<file path="config.mk">
export PLATFORM = sky130hd
export DESIGN_NAME = threshold_gain_distortion_core_flat
export DESIGN_NICKNAME = d
export VERILOG_FILES = /design/src/rtl/tgd_pkg.sv /design/src/rtl/tgd_in_if.sv /design/src/rtl/tgd_out_if.sv /design/src/rtl/tgd_ctrl.sv /design/src/rtl/tgd_gain.sv /design/src/rtl/tgd_mix.sv /design/src/rtl/tgd_scale.sv /design/src/rtl/threshold_gain_distortion_core.sv /design/src/flat_wrapper.sv
export VERILOG_INCLUDE_DIRS = /design/src /design/src/rtl
export SDC_FILE = /design/constraint.sdc
export NUM_CORES = 2
export LEC_CHECK = 0
export BUFFER_PORTS_ARGS = -buffer_cell sky130_fd_sc_hd__clkbuf_2
export CAP_MARGIN = 20
export CORE_MARGIN = 1
export CORE_UTILIZATION = 50
export CTS_BUF_LIST = sky130_fd_sc_hd__clkbuf_16
export DETAILED_ROUTE_END_ITERATION = 10
export HOLD_SLACK_MARGIN = 0.03
export PLACE_DENSITY = 0.7
export SLEW_MARGIN = 20
export SYNTH_ARGS = -nofsm -noshare
export SYNTH_HDL_FRONTEND = slang
export SYNTH_HIERARCHICAL = 1
export SYNTH_SLANG_ARGS = --single-unit
</file>
<file path="constraint.sdc">
create_clock -name clk -period 9.8 [get_ports clk]
set_input_delay 2.45 -clock clk [delete_from_list [all_inputs] [get_ports clk]]
set_output_delay 2.45 -clock clk [all_outputs]
set_load 0.02 [all_outputs]
</file>
<file path="src/rtl/assert_macros.svh">
// Assertion macros used by the top-level RTL file for its checks.
`ifndef ASSERT_MACROS_SVH
`define ASSERT_MACROS_SVH

// Same-cycle implication, disabled during reset.
`define ASSERT_IMPL(label, clk, rst, ante, cons, msg) \
  label: assert property (@(posedge clk) disable iff (rst) (ante) |-> (cons)) \
    else $error(msg);

// Next-cycle implication, disabled during reset.
`define ASSERT_NEXT(label, clk, rst, ante, cons, msg) \
  label: assert property (@(posedge clk) disable iff (rst) (ante) |=> (cons)) \
    else $error(msg);

`endif

</file>
<file path="src/rtl/tgd_pkg.sv">
// Shared types, constants and register codes of the threshold gain distortion core.
package tgd_pkg;

  localparam int SAMPLE_BITS_DEF = 16;
  localparam int CFG_DATA_W      = 16;
  localparam int CFG_IDX_W       = 3;
  localparam int GAIN_W          = 16;
  localparam int THR_W           = 15;
  localparam int COEF_W          = 31;
  localparam int NSTAGES         = 7;

  localparam logic [GAIN_W-1:0] UNITY_GAIN = 16'd4096;
  localparam logic [GAIN_W-1:0] MIX_FULL   = 16'd32768;

  localparam logic [GAIN_W-1:0] PRE_AMP_RST   = 16'd410;
  localparam logic [GAIN_W-1:0] WET_MIX_RST   = 16'd0;
  localparam logic [GAIN_W-1:0] OUT_GAIN_RST  = 16'd4096;
  localparam logic [GAIN_W-1:0] LOW_GAIN_RST  = 16'd12288;
  localparam logic [GAIN_W-1:0] HIGH_GAIN_RST = 16'd410;
  localparam logic [THR_W-1:0]  NOISE_THR_RST = 15'd3277;
  localparam logic [THR_W-1:0]  LOWER_THR_RST = 15'd16384;
  localparam logic [THR_W-1:0]  UPPER_THR_RST = 15'd26214;

  typedef enum logic [CFG_IDX_W-1:0] {
    REG_PRE_AMP   = 3'd0,
    REG_WET_MIX   = 3'd1,
    REG_OUT_GAIN  = 3'd2,
    REG_LOW_GAIN  = 3'd3,
    REG_HIGH_GAIN = 3'd4,
    REG_NOISE_THR = 3'd5,
    REG_LOWER_THR = 3'd6,
    REG_UPPER_THR = 3'd7
  } reg_idx_t;

  typedef struct packed {
    logic [GAIN_W-1:0] pre_amp_gain;
    logic [GAIN_W-1:0] wet_mix;
    logic [GAIN_W-1:0] output_gain;
    logic [GAIN_W-1:0] low_band_gain;
    logic [GAIN_W-1:0] high_band_gain;
    logic [THR_W-1:0]  noise_threshold;
    logic [THR_W-1:0]  lower_threshold;
    logic [THR_W-1:0]  upper_threshold;
  } cfg_t;

  // Load enables, one per pipeline register, front to back.
  typedef struct packed {
    logic mag;
    logic gain;
    logic coef;
    logic acc;
    logic rnd;
    logic part;
    logic res;
  } stage_en_t;

endpackage

</file>
<file path="src/rtl/tgd_in_if.sv">
// Input sample channel: valid/ready handshake with one signed sample per beat.
interface tgd_in_if
  import tgd_pkg::*;
#(
  parameter int SAMPLE_BITS = SAMPLE_BITS_DEF
);
  logic                          valid;
  logic                          ready;
  logic signed [SAMPLE_BITS-1:0] sample_in;

  modport source (output valid, output sample_in, input ready);
  modport sink (input valid, input sample_in, output ready);
endinterface

</file>
<file path="src/rtl/tgd_out_if.sv">
// Result channel: valid/ready handshake with the saturated sample and its clip flag.
interface tgd_out_if
  import tgd_pkg::*;
#(
  parameter int SAMPLE_BITS = SAMPLE_BITS_DEF
);
  logic                          valid;
  logic                          ready;
  logic signed [SAMPLE_BITS-1:0] sample_out;
  logic                          clipped;

  modport source (output valid, output sample_out, output clipped, input ready);
  modport sink (input valid, input sample_out, input clipped, output ready);
endinterface

</file>
<file path="src/rtl/tgd_ctrl.sv">
// Valid-bit pipeline and per-stage load enables with bubble collapsing.
module tgd_ctrl
  import tgd_pkg::*;
(
  input  logic      clk,
  input  logic      rst,
  input  logic      in_valid,
  input  logic      out_ready,
  output logic      in_ready,
  output logic      out_valid,
  output stage_en_t en
);

  logic [NSTAGES:1] v;
  logic [NSTAGES:1] v_next;
  logic [NSTAGES:1] e;

  // A stage loads when it is empty or its contents move on.
  always_comb begin
    e[NSTAGES] = !v[NSTAGES] || out_ready;
    for (int i = NSTAGES - 1; i >= 1; i--) begin
      e[i] = !v[i] || e[i+1];
    end
  end

  always_comb begin
    v_next[1] = e[1] ? in_valid : v[1];
    for (int i = 2; i <= NSTAGES; i++) begin
      v_next[i] = e[i] ? v[i-1] : v[i];
    end
  end

  always_ff @(posedge clk) begin
    if (rst) begin
      v <= '0;
    end else begin
      v <= v_next;
    end
  end

  assign in_ready  = e[1];
  assign out_valid = v[NSTAGES];

  assign en.mag  = e[1];
  assign en.gain = e[2];
  assign en.coef = e[3];
  assign en.acc  = e[4];
  assign en.rnd  = e[5];
  assign en.part = e[6];
  assign en.res  = e[7];

endmodule

</file>
<file path="src/rtl/tgd_gain.sv">
// Pre-amp magnitude, threshold gain selection and blended coefficient (stages 1-3).
module tgd_gain
  import tgd_pkg::*;
#(
  parameter int SAMPLE_BITS = SAMPLE_BITS_DEF
)(
  input  logic                          clk,
  input  stage_en_t                     en,
  input  cfg_t                          cfg,
  input  logic signed [SAMPLE_BITS-1:0] sample,
  output logic signed [SAMPLE_BITS-1:0] s3,
  output logic [COEF_W-1:0]             k3
);

  localparam int MAG_W = SAMPLE_BITS + GAIN_W;
  localparam int UP    = (SAMPLE_BITS > 16) ? SAMPLE_BITS - 16 : 0;
  localparam int DN    = (SAMPLE_BITS < 16) ? 16 - SAMPLE_BITS : 0;
  localparam int CMP_W = (MAG_W > 32) ? MAG_W : 32;

  logic [SAMPLE_BITS-1:0]        mag_abs;
  logic [MAG_W-1:0]              mag_next;
  logic [MAG_W-1:0]              mag1;
  logic signed [SAMPLE_BITS-1:0] s1;
  logic [CMP_W-1:0]              mag_c;
  logic [CMP_W-1:0]              tn;
  logic [CMP_W-1:0]              tl;
  logic [CMP_W-1:0]              tu;
  logic [GAIN_W-1:0]             g_next;
  logic [GAIN_W-1:0]             g2;
  logic signed [SAMPLE_BITS-1:0] s2;
  logic [GAIN_W-1:0]             m;
  logic [27:0]                   dry;
  logic [31:0]                   k_sum;

  // Stage 1: |s| * pre-amp, full precision
  assign mag_abs  = sample[SAMPLE_BITS-1] ? (~sample + 1'b1) : sample;
  assign mag_next = MAG_W'(mag_abs) * MAG_W'(cfg.pre_amp_gain);

  always_ff @(posedge clk) begin
    if (en.mag) begin
      s1   <= sample;
      mag1 <= mag_next;
    end
  end

  // Stage 2: align magnitude and thresholds to one scale, then pick the gain
  assign mag_c = CMP_W'(mag1) << DN;
  assign tn    = CMP_W'({cfg.noise_threshold, 12'b0}) << UP;
  assign tl    = CMP_W'({cfg.lower_threshold, 12'b0}) << UP;
  assign tu    = CMP_W'({cfg.upper_threshold, 12'b0}) << UP;

  always_comb begin
    if (mag_c < tl && mag_c > tn) begin
      g_next = cfg.low_band_gain;
    end else if (mag_c > tu) begin
      g_next = cfg.high_band_gain;
    end else begin
      g_next = UNITY_GAIN;
    end
  end

  always_ff @(posedge clk) begin
    if (en.gain) begin
      s2 <= s1;
      g2 <= g_next;
    end
  end

  // Stage 3: coefficient g*m + unity*(full - m), mix clamped to all wet
  assign m     = (cfg.wet_mix > MIX_FULL) ? MIX_FULL : cfg.wet_mix;
  assign dry   = {MIX_FULL - m, 12'b0};
  assign k_sum = 32'(g2) * 32'(m) + 32'(dry);

  always_ff @(posedge clk) begin
    if (en.coef) begin
      s3 <= s2;
      k3 <= k_sum[COEF_W-1:0];
    end
  end

endmodule

</file>
<file path="src/rtl/tgd_mix.sv">
// Sample times coefficient and first rounding to Q.12 (stages 4-5).
module tgd_mix
  import tgd_pkg::*;
#(
  parameter int SAMPLE_BITS = SAMPLE_BITS_DEF
)(
  input  logic                           clk,
  input  stage_en_t                      en,
  input  logic signed [SAMPLE_BITS-1:0]  s3,
  input  logic [COEF_W-1:0]              k3,
  output logic signed [SAMPLE_BITS+16:0] b5
);

  localparam int ACC_W = SAMPLE_BITS + COEF_W;
  localparam logic [ACC_W:0] HALF15 = {{(ACC_W - 14){1'b0}}, 1'b1, 14'b0};

  logic signed [ACC_W:0]   prod;
  logic signed [ACC_W-1:0] acc4;
  logic [ACC_W:0]          rnd;

  assign prod = s3 * $signed({1'b0, k3});

  always_ff @(posedge clk) begin
    if (en.acc) begin
      acc4 <= prod[ACC_W-1:0];
    end
  end

  // Round half up, then drop 15 fraction bits
  assign rnd = {acc4[ACC_W-1], acc4} + HALF15;

  always_ff @(posedge clk) begin
    if (en.rnd) begin
      b5 <= rnd[ACC_W:15];
    end
  end

endmodule

</file>
<file path="src/rtl/tgd_scale.sv">
// Output gain as two partial products, final rounding and saturation (stages 6-7).
module tgd_scale
  import tgd_pkg::*;
#(
  parameter int SAMPLE_BITS = SAMPLE_BITS_DEF
)(
  input  logic                           clk,
  input  stage_en_t                      en,
  input  logic [GAIN_W-1:0]              output_gain,
  input  logic signed [SAMPLE_BITS+16:0] b5,
  output logic signed [SAMPLE_BITS-1:0]  sample_out,
  output logic                           clipped
);

  localparam int BH_W  = SAMPLE_BITS - 7;
  localparam int PH_W  = BH_W + GAIN_W + 1;
  localparam int PL_W  = 24 + GAIN_W;
  localparam int SUM_W = SAMPLE_BITS + 35;
  localparam int Y_W   = SUM_W - 24;
  localparam logic [SUM_W-1:0] HALF24 = {{(SUM_W - 24){1'b0}}, 1'b1, 23'b0};
  localparam logic [SAMPLE_BITS-1:0] SAT_MAX = {1'b0, {(SAMPLE_BITS - 1){1'b1}}};
  localparam logic [SAMPLE_BITS-1:0] SAT_MIN = {1'b1, {(SAMPLE_BITS - 1){1'b0}}};

  logic signed [BH_W-1:0]         bh;
  logic [23:0]                    bl;
  logic signed [PH_W-1:0]         ph_next;
  logic [PL_W-1:0]                pl_next;
  logic signed [PH_W-1:0]         ph6;
  logic [PL_W-1:0]                pl6;
  logic [SUM_W-1:0]               sum;
  logic [Y_W-1:0]                 yv;
  logic [Y_W-SAMPLE_BITS:0]       top_bits;
  logic                           ovf;
  logic [SAMPLE_BITS-1:0]         y_sat;

  // Stage 6: split b into a signed upper part and a 24-bit lower part
  assign bh      = b5[SAMPLE_BITS+16:24];
  assign bl      = b5[23:0];
  assign ph_next = bh * $signed({1'b0, output_gain});
  assign pl_next = PL_W'(bl) * PL_W'(output_gain);

  always_ff @(posedge clk) begin
    if (en.part) begin
      ph6 <= ph_next;
      pl6 <= pl_next;
    end
  end

  // Stage 7: recombine, round half up, drop 24 bits, clamp
  assign sum      = {ph6[PH_W-1], ph6, 24'b0} + {{(SUM_W - PL_W){1'b0}}, pl6} + HALF24;
  assign yv       = sum[SUM_W-1:24];
  assign top_bits = yv[Y_W-1:SAMPLE_BITS-1];
  assign ovf      = (|top_bits) && !(&top_bits);
  assign y_sat    = ovf ? (yv[Y_W-1] ? SAT_MIN : SAT_MAX) : yv[SAMPLE_BITS-1:0];

  always_ff @(posedge clk) begin
    if (en.res) begin
      sample_out <= y_sat;
      clipped    <= ovf;
    end
  end

endmodule

</file>
<file path="src/rtl/threshold_gain_distortion_core.sv">
// Top level of the threshold gain distortion core: registers, pipeline and checks.
//
//   Channel    Role     Beat payload               Handshake
//   feed       sink     sample_in                  valid/ready
//   result     source   sample_out, clipped        valid/ready
//   cfg        write    cfg_index, cfg_data        cfg_we, no wait
//
// Seven register stages: magnitude, gain pick, coefficient, product, round,
// partial products, output. One beat a cycle is taken for as long as the
// result side keeps up.
// A stalled result holds only the stages behind it that are full; empty stages
// still fill, so the input keeps taking beats until the pipeline is full.
// rst is synchronous; it clears the valid bits and loads the configuration registers with their reset values.
`include "assert_macros.svh"

module threshold_gain_distortion_core
  import tgd_pkg::*;
#(
  parameter int SAMPLE_BITS = SAMPLE_BITS_DEF
)(
  input  logic                  clk,
  input  logic                  rst,
  input  logic                  cfg_we,
  input  logic [CFG_IDX_W-1:0]  cfg_index,
  input  logic [CFG_DATA_W-1:0] cfg_data,
  tgd_in_if.sink                feed,
  tgd_out_if.source             result
);

  localparam logic [SAMPLE_BITS-1:0] SAT_MAX = {1'b0, {(SAMPLE_BITS - 1){1'b1}}};
  localparam logic [SAMPLE_BITS-1:0] SAT_MIN = {1'b1, {(SAMPLE_BITS - 1){1'b0}}};

  cfg_t                          cfg;
  stage_en_t                     en;
  logic signed [SAMPLE_BITS-1:0] s3;
  logic [COEF_W-1:0]             k3;
  logic signed [SAMPLE_BITS+16:0] b5;

  // Configuration registers: write by index, narrow registers keep the low bits
  always_ff @(posedge clk) begin
    if (rst) begin
      cfg.pre_amp_gain    <= PRE_AMP_RST;
      cfg.wet_mix         <= WET_MIX_RST;
      cfg.output_gain     <= OUT_GAIN_RST;
      cfg.low_band_gain   <= LOW_GAIN_RST;
      cfg.high_band_gain  <= HIGH_GAIN_RST;
      cfg.noise_threshold <= NOISE_THR_RST;
      cfg.lower_threshold <= LOWER_THR_RST;
      cfg.upper_threshold <= UPPER_THR_RST;
    end else if (cfg_we) begin
      case (reg_idx_t'(cfg_index))
        REG_PRE_AMP:   cfg.pre_amp_gain    <= cfg_data;
        REG_WET_MIX:   cfg.wet_mix         <= cfg_data;
        REG_OUT_GAIN:  cfg.output_gain     <= cfg_data;
        REG_LOW_GAIN:  cfg.low_band_gain   <= cfg_data;
        REG_HIGH_GAIN: cfg.high_band_gain  <= cfg_data;
        REG_NOISE_THR: cfg.noise_threshold <= cfg_data[THR_W-1:0];
        REG_LOWER_THR: cfg.lower_threshold <= cfg_data[THR_W-1:0];
        REG_UPPER_THR: cfg.upper_threshold <= cfg_data[THR_W-1:0];
        default: ;
      endcase
    end
  end

  // Valid bits and load enables for every stage
  tgd_ctrl u_ctrl (
    .clk       (clk),
    .rst       (rst),
    .in_valid  (feed.valid),
    .out_ready (result.ready),
    .in_ready  (feed.ready),
    .out_valid (result.valid),
    .en        (en)
  );

  // Stages 1-3: magnitude, gain band and mix coefficient
  tgd_gain #(.SAMPLE_BITS(SAMPLE_BITS)) u_gain (
    .clk    (clk),
    .en     (en),
    .cfg    (cfg),
    .sample (feed.sample_in),
    .s3     (s3),
    .k3     (k3)
  );

  // Stages 4-5: blended product and rounding to the Q.12 scale
  tgd_mix #(.SAMPLE_BITS(SAMPLE_BITS)) u_mix (
    .clk (clk),
    .en  (en),
    .s3  (s3),
    .k3  (k3),
    .b5  (b5)
  );

  // Stages 6-7: output gain, rounding and saturation into the result register
  tgd_scale #(.SAMPLE_BITS(SAMPLE_BITS)) u_scale (
    .clk         (clk),
    .en          (en),
    .output_gain (cfg.output_gain),
    .b5          (b5),
    .sample_out  (result.sample_out),
    .clipped     (result.clipped)
  );

  // A clipped result must sit on one of the two rails
  `ASSERT_IMPL(a_clip_on_rail, clk, rst, result.valid && result.clipped, result.sample_out == SAT_MAX || result.sample_out == SAT_MIN, "clipped result is not at a rail")

  // Input back-pressure only ever comes from a held result
  `ASSERT_IMPL(a_stall_source, clk, rst, !feed.ready, result.valid && !result.ready, "input stalled without a held result")

  // An empty output stage leaves the pipeline able to take a beat
  `ASSERT_IMPL(a_no_deadlock, clk, rst, !result.valid, feed.ready, "input not ready while the output stage is empty")

endmodule

</file>
<file path="src/flat_wrapper.sv">
// flat-port wrapper written by rule: the top's interface ports become plain ports
module threshold_gain_distortion_core_flat import tgd_pkg::*;
#(
  parameter int SAMPLE_BITS = SAMPLE_BITS_DEF
)
  (clk, rst, cfg_we, cfg_index, cfg_data, feed_valid, feed_sample_in, feed_ready, result_valid, result_sample_out, result_clipped, result_ready);
  tgd_in_if #(.SAMPLE_BITS(SAMPLE_BITS)) feed_i ();
  tgd_out_if #(.SAMPLE_BITS(SAMPLE_BITS)) result_i ();
  input  logic clk;
  input  logic rst;
  input  logic cfg_we;
  input  logic [CFG_IDX_W-1:0] cfg_index;
  input  logic [CFG_DATA_W-1:0] cfg_data;
  input wire logic [$bits(feed_i.valid)-1:0] feed_valid;
  input wire logic [$bits(feed_i.sample_in)-1:0] feed_sample_in;
  output wire logic [$bits(feed_i.ready)-1:0] feed_ready;
  output wire logic [$bits(result_i.valid)-1:0] result_valid;
  output wire logic [$bits(result_i.sample_out)-1:0] result_sample_out;
  output wire logic [$bits(result_i.clipped)-1:0] result_clipped;
  input wire logic [$bits(result_i.ready)-1:0] result_ready;
  assign feed_i.valid = feed_valid;
  assign feed_i.sample_in = feed_sample_in;
  assign feed_ready = feed_i.ready;
  assign result_valid = result_i.valid;
  assign result_sample_out = result_i.sample_out;
  assign result_clipped = result_i.clipped;
  assign result_i.ready = result_ready;
  threshold_gain_distortion_core #(.SAMPLE_BITS(SAMPLE_BITS)) u_core (.clk(clk), .rst(rst), .cfg_we(cfg_we), .cfg_index(cfg_index), .cfg_data(cfg_data), .feed(feed_i), .result(result_i));
endmodule
</file>
==> impl_results.md <==
* Die Wd at 366 um
* Max-cap violations at 0
* RSZ-0062 raised after global routing: no
* Via/cell ratio at 5.36
* WP data required at 10.17 ns
* # IOs at 59
* Placer Congestion at 0.894
* Largest net degree at the start of global routing at 104
* Mapped Nets at 8857
* FF+latch count, synth at 385
* Ranking of synthesized cells by area: fa_1, edfxtp_1, ha_1, inv_1, and2_1
* Detailed placer's ending HPWL at 128 mm
* Critical Path Start Type: input port
* GRT busiest layer: met2
* Pwr Density at 260 nW/um^2
* CTS tree: done
* Overflow after GRT at 0
* Clk Latency, worst-skew pair at 0.62 ns
* GRT Resource Usage Total at 0.253
* I/O Buffers at 58
* Die ar. at 134000 um^2
* Final setup viols at 0
* Area occupied by multi-input gates at 49000 um^2
* Filler instances at 11800
* Hold WC Path Type: flop to flop
* Setup TNS at 0 ns
* DR vias at 46700
* Worst path max stage delay at 0.54 ns
* Initial antenna violation count at 2
* Fin Clk Skew at 0.0404 ns
* Num CTS Buffers at 43
* Crit path DAT at 9.68 ns
* CP Max Fanout at 5
* Synthesized instance count at 7013
* Cell Rows at 133
* Max-slew violations at 0
* Met1 usage at 0.329
* First-pass GRT wire length at 270 mm
* Fin crit share at 0.949
* # diodes at 0
* Synth top area share at 0.366
* Status: complete, no violations
* Fin crit period at 9.30 ns
* Final Power at 18.1 mW
* Count leader, synth: inv_1
* Unique masters post-synth at 96
* Fmax at 107 MHz
* Cell type with the highest aggregate area in the netlist: fa_1
* Hold_buf cts at 0
* Initial Util at 0.503
* Die Span Y at 366 um
* Pre-Repair DR Iteration Count at 5
* Worst Hold Slack at 0.417 ns
* Wire length per cell at 19.0 um
* Most common flop cell mapped by yosys: edfxtp_1
* Netlist Area Pre-Place at 66200 um^2
* Synthesized area per cell at 9.44 um^2
* Num Clock Sinks at 385
* Seq/Total Area, Yosys at 0.155
* Vias in the first global route at 50500
* Residual DRC at 0
* Ys async rst share at 0
* Post-CTS Setup Inserts at 0
* P&R area growth vs syn at 5.39%
* Final Hold Vio Count at 0
* Core ar. at 131000 um^2
* Worst-path clk slew at 0.06 ns
* YS warnings at 6
* Max rail drop VDD at 0.000790 V
* First DRT Iteration DRCs at 3056
* FF/Latch Area at 10200 um^2
* Post-CTS sizing at 0
* CP Capture Type: flop
* CP dominant cell by count: fa_1
* Worst-margin pin slew at 1.12 ns
* Nets at 8777
* CTS Buffer Depth at 3
* M3 GR Usage at 0.0348
* CP Class: input port to flop
* Share of cells above drive strength 1 at 0.0444
* EDFF count, synth at 253
* Overall routed net length at 165 mm
* H-tree levels at 2
* Rel. slew slack at 0.255
* Crit-path slowest cell: fa_1
* Grt met2 use at 0.435
* Detail Route Antenna Nets at 0
* Most common library cells after synthesis: inv_1, fa_1, nand2_1, and2_1, ha_1
* Clk root buf: clkbuf_16
* Leakage at 35.3 nW
[routing by layer]
metal | up-vias | routed length [um] | share of wire
met4 | 2 | 5660 | 0.034
met3 | 356 | 10300 | 0.062
met5 | - | 15 | 0.000091
met1 | 23700 | 68800 | 0.42
li1 | 21100 | - | -
met2 | 1552 | 80600 | 0.49
[cell families after synthesis]
group | count (synthesis) | share of synthesized area
adder cells (fa/ha/maj) | 1804 | 0.478
buffers and inverters | 1836 | 0.106
multiplexers | 144 | 0.0218
flip-flops | 385 | 0.155
XOR/XNOR | 200 | 0.0265
AND/OR/NAND/NOR | 2163 | 0.164
AO/OA/AOI/OAI | 481 | 0.0488
[final timing paths]
check	from	endpoint	slack (ns)	cells past startpoint
setup reg to reg	u_core/cfg[99]$_SDFFE_PP0P_	u_core/u_gain/k3[30]$_DFFE_PP_	1.41	25
setup / recovery	feed_sample_in[2]	u_core/u_gain/mag1[28]$_DFFE_PP_	0.50	27
hold / removal	u_core/u_gain/s2[0]$_DFFE_PP_	u_core/u_gain/s3[0]$_DFFE_PP_	0.42	0
hold reg to reg	u_core/u_gain/s2[0]$_DFFE_PP_	u_core/u_gain/s3[0]$_DFFE_PP_	0.42	0
[registers in the layout, summed over array words and instances (netlist names), 7 cells and up]
name / flops
u_core/u_scale/pl6: 17
u_core/u_gain/k3: 31
u_core/u_mix/b5: 33
u_core/u_scale/ph6: 26
u_core/u_gain/s1: 16
u_core/u_gain/mag1: 32
u_core/u_ctrl/v: 7
u_core/u_gain/s3: 16
u_core/cfg: 125
u_core/u_gain/g2: 16
u_core/u_mix/acc4: 33
u_core/u_gain/s2: 16
u_core/u_scale/sample_out: 16
[area by class of cell]
class,count,area share
clock buffer,44,0.0158
clock inverter,33,0.00396
inverter,1536,0.0827
multi-input combinational,4792,0.702
sequential,385,0.147
tap,1755,0.0315
timing repair buffer,175,0.0168
[worst max-delay path: cells and delay by family]
kind	cells	cell delay, ns
and+or+nand+nor	7	1.48
adders and majority gates	7	3.32
buffers and inverters	5	0.41
AOI/OAI and AO/OA	6	1.53
xor gates and xnor gates	2	0.47
[report_power, final]
| part | internal (mW) | total (mW) | leakage, nW | switching, mW |
|---|---|---|---|---|
| Sequential | 2.62 | 3.27 | 3.85 | 0.653 |
| Clock | 0.882 | 1.61 | 0.694 | 0.732 |
| Combinational | 5.34 | 13.3 | 30.7 | 7.91 |
[through the flow]
stage          area (um^2)  worst slack [ns]   util  cells
2_1_floorplan        66200             0.539      -   7013
3_3_place_gp         68400            0.0796  0.520   8643
3_5_place_dp         68400           -0.0210  0.520   8643
4_1_cts              69700             0.637  0.531   8720
5_1_grt              69700             0.248  0.531   8720
6_report             69700             0.495  0.531   8720
[cell usage in the layout (no fill, tap or decap), types with 21 or more instances in the layout]
| cell type | n |
|---|---|
| nor2b_1 | 34 |
| mux2i_1 | 143 |
| o21bai_1 | 22 |
| xor2_1 | 68 |
| a21o_1 | 61 |
| o21ai_0 | 79 |
| dfxtp_1 | 124 |
| nand4_1 | 35 |
| edfxtp_1 | 253 |
| and3_1 | 68 |
| nand2_1 | 929 |
| xnor2_1 | 132 |
| clkbuf_16 | 44 |
| and2_1 | 637 |
| nand2b_1 | 150 |
| buf_4 | 118 |
| inv_1 | 1542 |
| nand3_1 | 51 |
| nor3_1 | 24 |
| a21oi_1 | 152 |
| fa_1 | 1211 |
| ha_1 | 593 |
| o21a_1 | 21 |
| nor2_1 | 160 |
| clkbuf_2 | 57 |
Note: power is estimated with default switching activity, not from simulation.
